File: src/rtl/core/spat_pkg.sv
// shared types and constants of the stale pixel age tracker
`timescale 1ns / 1ps

package spat_pkg;

    localparam int unsigned SEC_W    = 3;
    localparam int unsigned OFF_W    = 12;
    localparam int unsigned PIX_W    = 32;
    localparam int unsigned AGE_W    = 8;
    localparam int unsigned CNT_W    = 13;

    localparam logic [AGE_W-1:0] AGE_STEP  = 8'd2;
    localparam logic [AGE_W-1:0] AGE_MAX   = 8'd255;
    localparam logic [CNT_W-1:0] COUNT_MAX = 13'd8191;
    localparam logic [CNT_W-1:0] THRESHOLD_RESET = 13'd2048;

    // register map: byte addresses of the config registers
    localparam logic [1:0] REG_CLEAR_THRESHOLD = 2'd0;

    typedef enum logic {
        OP_COMPARE = 1'b0,
        OP_LOAD    = 1'b1
    } t_op;

    // one classified item as it waits between front and back
    typedef struct packed {
        t_op              op;
        logic [SEC_W-1:0] section;
        logic [OFF_W-1:0] offset;
        logic [PIX_W-1:0] pixel;
        logic             last;
    } t_item;

    // one result item
    typedef struct packed {
        logic [OFF_W-1:0] offset;
        logic [AGE_W-1:0] alpha;
        logic             changed;
        logic             section_end;
        logic             section_cleared;
        logic [CNT_W-1:0] change_count;
    } t_result;

    // status from back part to front part
    typedef struct packed {
        logic init_busy;
        logic sweep_busy;
    } t_back_status;

endpackage

File: src/rtl/core/spat_queue.sv
// short queue between front and back parts
`timescale 1ns / 1ps

module spat_queue
    import spat_pkg::*;
(
    input  logic  i_clk,
    input  logic  i_rst_n,
    input  logic  i_push,
    input  t_item i_item,
    output logic  o_full,
    output logic  o_valid,
    output t_item o_item,
    input  logic  i_pop
);

    localparam int unsigned DEPTH = 4;
    localparam int unsigned PTR_W = $clog2(DEPTH);

    t_item            r_mem [DEPTH];
    logic [PTR_W-1:0] r_wr_ptr;
    logic [PTR_W-1:0] r_rd_ptr;
    logic [PTR_W:0]   r_count;
    logic [PTR_W:0]   n_count;

    assign o_full  = (r_count == (PTR_W+1)'(DEPTH));
    assign o_valid = (r_count != '0);
    assign o_item  = r_mem[r_rd_ptr];

    always_comb begin
        n_count = r_count;
        if (i_push && !i_pop) begin
            n_count = r_count + 1'b1;
        end else if (i_pop && !i_push) begin
            n_count = r_count - 1'b1;
        end
    end

    always_ff @(posedge i_clk) begin
        if (!i_rst_n) begin
            r_wr_ptr <= '0;
            r_rd_ptr <= '0;
            r_count  <= '0;
        end else begin
            r_count <= n_count;
            if (i_push) begin
                r_wr_ptr <= r_wr_ptr + 1'b1;
            end
            if (i_pop) begin
                r_rd_ptr <= r_rd_ptr + 1'b1;
            end
        end
    end

    always_ff @(posedge i_clk) begin
        if (i_push) begin
            r_mem[r_wr_ptr] <= i_item;
        end
    end

    a_no_pop_empty: assert property (@(posedge i_clk) disable iff (!i_rst_n)
        i_pop |-> o_valid)
        else $error("pop from empty queue");

    a_count_bound: assert property (@(posedge i_clk) disable iff (!i_rst_n)
        r_count <= (PTR_W+1)'(DEPTH))
        else $error("queue count out of range");

    a_push_count: assert property (@(posedge i_clk) disable iff (!i_rst_n)
        (i_push && !i_pop) |=> (r_count == $past(r_count) + 1'b1))
        else $error("queue count lost a push");

endmodule

File: config.mk
export PLATFORM = sky130hd
export DESIGN_NAME = spat_queue
export DESIGN_NICKNAME = d
export VERILOG_FILES = /design/src/rtl/core/spat_pkg.sv /design/src/rtl/core/spat_queue.sv
export SDC_FILE = /design/constraint.sdc
export NUM_CORES = 1
export LEC_CHECK = 0
export ABC_CLOCK_PERIOD_IN_PS = 3050
export BUFFER_PORTS_ARGS = -buffer_cell sky130_fd_sc_hd__buf_2
export CAP_MARGIN = 20
export CELL_PAD_IN_SITES_DETAIL_PLACEMENT = 1
export CELL_PAD_IN_SITES_GLOBAL_PLACEMENT = 2
export CORE_MARGIN = 5
export CORE_UTILIZATION = 40
export CTS_CLUSTER_DIAMETER = 50
export CTS_CLUSTER_SIZE = 10
export DETAILED_ROUTE_END_ITERATION = 8
export GPL_ROUTABILITY_DRIVEN = 0
export PLACE_DENSITY = 0.74
export SLEW_MARGIN = 0
export SYNTH_ARGS = -nofsm -noshare
export SYNTH_HDL_FRONTEND = slang
export SYNTH_SLANG_ARGS = --single-unit
File: constraint.sdc
create_clock -name i_clk -period 3.05 [get_ports i_clk]
set_input_delay 0.305 -clock i_clk [delete_from_list [all_inputs] [get_ports i_clk]]
set_output_delay 0.305 -clock i_clk [all_outputs]
set_load 0.05 [all_outputs]
Word-level counts from Yosys, hierarchy flattened
Memories as Yosys holds them, arrays and structs flattened. A register that Yosys moved wholly into a read port is not among the register bits.
Index checks and enable logic that the tools add are counted.
{"block": "word_totals", "elab_cells": 21, "inputBits": 53, "mem_count": 1, "ramBits": 196, "register_bits": 7}
{"block": "op_classes", "n_mux": 6, "reduce_logical": 6, "eq_ne": 1, "addsub": 4}
{"name": "r_mem", "depth": 4, "word_bits": 49, "read_ports": 1, "rd_clocked_by_memory_dff": 1, "wr": 1, "line": "spat_queue.sv:20", "text": "t_item r_mem [DEPTH];"}
{"op": "$mux W3", "count": 2}
{"op": "$add A2 B1 Y2 const B", "count": 2}
{"op": "$mux W2", "count": 2}
{"op": "$add A3 B1 Y3 const B", "count": 1}
{"op": "$eq A3 B3 Y1 const B", "count": 1}
{"op": "$reduce_bool A3 Y1", "count": 1}
{"op": "$sub A3 B1 Y3 const B", "count": 1}
{"op": "$logic_and A1 B1 Y1", "count": 2}
{"op": "$logic_not A1 Y1", "count": 2}
{"op": "$mux W1", "count": 2}
{"op": "$reduce_bool A2 Y1", "count": 1}

Longest topological paths before layout
{"block": "logic_depth", "ltp_word": 4, "mapped_depth": 7, "depth_no_buf": 7}

Worst setup path after synthesis
OpenSTA, ideal clock, no wires.
{"block": "synth_path", "path_kind": "reg-to-reg", "from": "register r_wr_ptr[0]", "to": "memory r_mem[2][0] (netlist name) (enable)", "arrival_time_ns": 1.710, "path_slack_ns": 0.928, "required_ns": 2.639, "period_less_slack_ns": 2.122, "path_stages_with_launch": 4, "n_path_buf": 0, "path_cell_list": "dfxtp_1 > inv_1 > ha_1 > and2_1"}
{"element": "start: declaration", "line": "spat_queue.sv:21", "text": "logic [PTR_W-1:0] r_wr_ptr;"}
{"element": "start signal: assignment", "line": "spat_queue.sv:47", "text": "r_wr_ptr <= r_wr_ptr + 1'b1;"}
{"element": "end: declaration", "line": "spat_queue.sv:20"}
Straight into the memory's write port.

==> run_summary.xml <==
<?xml version="1.0" encoding="UTF-8"?>
<metrics>
  <group name="clocking">
    <metric name="clock-root-buffer" unit="">clkbuf_16</metric>
    <metric name="clkLatencyLatePin" unit="ns">0.49</metric>
    <metric name="tritoncts" unit="">yes</metric>
    <metric name="numCtsBuffers" unit="">24</metric>
    <metric name="cts.sinks" unit="">205</metric>
    <metric name="h_tree_lvl_count" unit="">1</metric>
    <metric name="clock_tree.buffer_depth" unit="">3</metric>
    <metric name="clk_pin_slew" unit="ns">0.05</metric>
    <metric name="number_of_gates_resized_after_cts" unit="">0</metric>
  </group>
  <group name="run_status">
    <metric name="status" unit="">finished clean</metric>
  </group>
  <group name="synth">
    <metric name="synth_largest_area_cell" unit="">edfxtp_1</metric>
    <metric name="synth.cells.most_frequent" unit="">edfxtp_1 (196), mux4_2 (47), and2_1 (9), dfxtp_1 (9), ha_1 (5)</metric>
    <metric name="arithmetic_cell_share_of_the_synthesized_area_counting_full_adders_half_adders_and_majority_gates" unit="%">1.10</metric>
    <metric name="proportion_of_netlist_area_held_by_the_largest_area_contributor" unit="%">78.1</metric>
    <metric name="synthesis.instances" unit="">299</metric>
    <metric name="postSynthAreaPerCell" unit="sq um">25.2</metric>
    <metric name="postSynth.asyncResetShare" unit="%">0</metric>
    <metric name="seq_area_frac_synth" unit="%">80.5</metric>
    <metric name="synthXorXnorAreaFrac" unit="%">0.581</metric>
    <metric name="post_synthesis_mux_area_share" unit="%">15.0</metric>
    <metric name="simple_gate_area_share_of_the_yosys_netlist" unit="%">1.23</metric>
    <metric name="top_count_cell_post_synth" unit="">edfxtp_1</metric>
    <metric name="synth-edff-count" unit="">196</metric>
    <metric name="synth_nets" unit="">358</metric>
    <metric name="synth_compound_gate_area_share" unit="%">0.166</metric>
    <metric name="synth.lib_cells_used.distinct" unit="">22</metric>
    <metric name="synth.ff_latch_count" unit="">205</metric>
    <metric name="postSynth.topFlopCell" unit="">edfxtp_1</metric>
    <metric name="synthesis.area" unit="sq um">7540</metric>
    <metric name="synthTopCellsByArea" unit="">edfxtp_1 (78%), mux4_2 (14%), dfxtp_1 (2.4%)</metric>
    <metric name="synth_warnings" unit="">0</metric>
    <metric name="synth_top_family_by_area" unit="">multiplexers</metric>
  </group>
  <group name="floorplan">
    <metric name="start_util" unit="%">40.4</metric>
    <metric name="num_rows" unit="">50</metric>
    <metric name="die_h" unit="um">147</metric>
    <metric name="io_pins" unit="">104</metric>
    <metric name="die_w" unit="um">147</metric>
    <metric name="core_area" unit="sq um">18600</metric>
    <metric name="dieArea" unit="sq um">21700</metric>
  </group>
  <group name="finish">
    <metric name="final_core_util" unit="%">48.7</metric>
    <metric name="fillerInstances" unit="">1704</metric>
    <metric name="design.final.nets" unit="">488</metric>
    <metric name="area_growth_syn_to_layout" unit="%">20.4</metric>
    <metric name="drive_above_1_share" unit="%">43.2</metric>
  </group>
  <group name="power_and_ir_drop">
    <metric name="vdd_ir_drop_max" unit="mV">0.327</metric>
    <metric name="switching_share" unit="%">25.1</metric>
    <metric name="design_power_total" unit="uW">6730</metric>
    <metric name="power.share.clock" unit="%">37.5</metric>
    <metric name="comb_power_share" unit="%">13.6</metric>
    <metric name="internal_power" unit="uW">5040</metric>
    <metric name="leakagePower" unit="uW">0.00309</metric>
    <metric name="power.net_switching" unit="uW">1690</metric>
    <metric name="power.sequential.fraction" unit="%">49.0</metric>
    <metric name="pwr_density_cell" unit="nW/um^2">741</metric>
  </group>
  <group name="global_routing">
    <metric name="grt_pass1_vias" unit="">3960</metric>
    <metric name="grt_max_degree" unit="">33</metric>
    <metric name="antenna_found_initial" unit="">4</metric>
    <metric name="grtUsageTotal" unit="%">13.9</metric>
    <metric name="gr-total-overflow" unit="">0</metric>
    <metric name="grt_first_pass_wirelength" unit="um">23300</metric>
  </group>
  <group name="critical_path">
    <metric name="worst_r2r_src" unit="">r_wr_ptr[0]</metric>
    <metric name="type_of_the_setup_path_with_the_least_slack" unit="">register to output pin</metric>
    <metric name="critPathMaxFanout" unit="">21</metric>
    <metric name="ff2ff_setup_slack" unit="ns">1.19</metric>
    <metric name="critical_path_required" unit="ns">2.74</metric>
    <metric name="cp-start-kind" unit="">register</metric>
    <metric name="critical_path.endpoint_type" unit="">output pin</metric>
    <metric name="critPathArrivalTime" unit="ns">2.23</metric>
  </group>
  <group name="sta">
    <metric name="fin_ws" unit="ns">0.518</metric>
    <metric name="finalWorstPathRequiredPeriod" unit="ns">2.53</metric>
    <metric name="highest_achievable_clock_rate" unit="GHz">0.395</metric>
    <metric name="hold_viol" unit="">0</metric>
    <metric name="report.final.slew_viol_count" unit="">0</metric>
    <metric name="grt_setup_unrepaired" unit="">false</metric>
    <metric name="finalClockSkew" unit="ns">0.00727</metric>
    <metric name="tightestPinTransition" unit="ns">0.617</metric>
    <metric name="report.final.setup_viol" unit="">0</metric>
    <metric name="fin_setup_tns" unit="ns">0</metric>
    <metric name="hold_ws" unit="ns">0.0245</metric>
    <metric name="min_period_over_period" unit="%">83.0</metric>
    <metric name="worst_slew_margin_rel" unit="%">58.9</metric>
  </group>
  <group name="place">
    <metric name="detailedPlace.worstSlack" unit="ns">0.945</metric>
    <metric name="place_hpwl" unit="um">9330</metric>
    <metric name="placement.io_buffers" unit="">103</metric>
  </group>
  <group name="drt">
    <metric name="first_iter_violations" unit="">192</metric>
    <metric name="detailedRoute.firstPassIterationCount" unit="">4</metric>
    <metric name="wirelength" unit="um">14600</metric>
    <metric name="via_per_instance_ratio" unit="">5.05</metric>
    <metric name="detailroute.via_count" unit="">3442</metric>
    <metric name="drc" unit="">0</metric>
    <metric name="avgRoutedWirePerCell" unit="um">21.5</metric>
    <metric name="ant_nets" unit="">0</metric>
  </group>
  <group name="worst_hold_path">
    <metric name="worst_hold_startpoint" unit="">i_item[37]</metric>
    <metric name="timing.hold.worst.class" unit="">primary input to register</metric>
  </group>
  <group name="run">
    <metric name="max_cap_viol" unit="">0</metric>
  </group>
</metrics>
-- flip-flops by register name, summed over array words and instances (netlist names), named ones only --
register,cells
r_count,3
r_mem,196
r_wr_ptr,2
r_rd_ptr,2
-- worst paths after layout --
kind | to | cells past startpoint
setup / recovery | o_item[39] | 3
hold / removal | r_mem[0][37] | 1
setup reg to reg | r_mem[2][25] | 4
hold reg to reg | r_count[2] | 2
-- power groups by stage --
| stage | Sequential, uW | Clock, uW | Combinational [uW] |
|---|---|---|---|
| after floorplan | 3320 | 0 | 711 |
| after global placement | 3350 | 0 | 915 |
| after detailed placement | 3360 | 0 | 929 |
| after CTS | 3300 | 2600 | 932 |
| after global routing | 3310 | 2750 | 969 |
| final | 3300 | 2520 | 912 |
-- timing repair --
| action | CTS | global route |
|---|---|---|
| hold endpoints to repair | 0 | 3 |
| buffers inserted | 0 | 0 |
| hold buffers | 0 | 1 |
-- cell type report --
type	count	area [sq um]	share of cell area, %
clock inverters	1	5.00	0.0551
repair buffers	115	633	6.97
multi-input cells	79	1370	15.1
inverters	4	15.0	0.165
flip-flops and latches	205	6070	66.9
clock buffers	43	693	7.63
well taps	234	293	3.22
diodes	1	2.50	0.0276
-- kinds of logic after synthesis --
| family | after synthesis |
|---|---|
| DFF | 205 |
| muxes | 51 |
| buffers and inverters | 15 |
| AOI/OAI and AO/OA | 2 |
| xor gates and xnor gates | 5 |
| adders and majority gates | 6 |
| and+or+nand+nor | 15 |
-- through the flow --
step	cells	instance area, sq um
finish	682	9080
global route	681	9080
CTS	680	9070
detailed placement	636	8370
global placement	636	8370
floorplan	299	7540
-- cells in the final DEF, fill, tap and decap left out --
cell           Yosys  final
fa_1               1      1
nor3b_1            1      1
dfxtp_2            0      1
mux4_2            47     47
mux4_1             2      2
or3_1              2      2
diode_2            0      1
a21boi_0           1      1
dfxtp_4            0      1
xnor2_1            2      2
nor2b_1            2      2
o21ai_0            1      1
clkbuf_16          0     25
nand2_1            1      1
dfxtp_1            9      7
xor2_1             3      3
buf_12             2      2
dlygate4sd3_1      0      1
clkbuf_1           0     18
and2_1             9      5
inv_1              4      4
clkinv_2           0      1
ha_1               5      5
mux2i_1            2      2
buf_4              3      9
buf_2              2    103
edfxtp_1         196    196
and2_2             0      4
-- layer usage --
metal | global-route usage [%] | up-vias | part of all wire, % | wire length, um
met3 | 4.41 | 31 | 6.9 | 1010
met5 | 0 | - | 0.37 | 54
met4 | 3.31 | 8 | 1.6 | 235
met1 | 18.9 | 1768 | 43 | 6310
li1 | - | 1534 | - | -
met2 | 22.2 | 101 | 48 | 7020
-- worst max-delay path, stage by stage, from the launching register on --
cell and delay (ns):
dfxtp_4 0.63, buf_4 0.33, mux4_2 0.54, buf_2 0.23
Power figures use the tool's default switching activity.
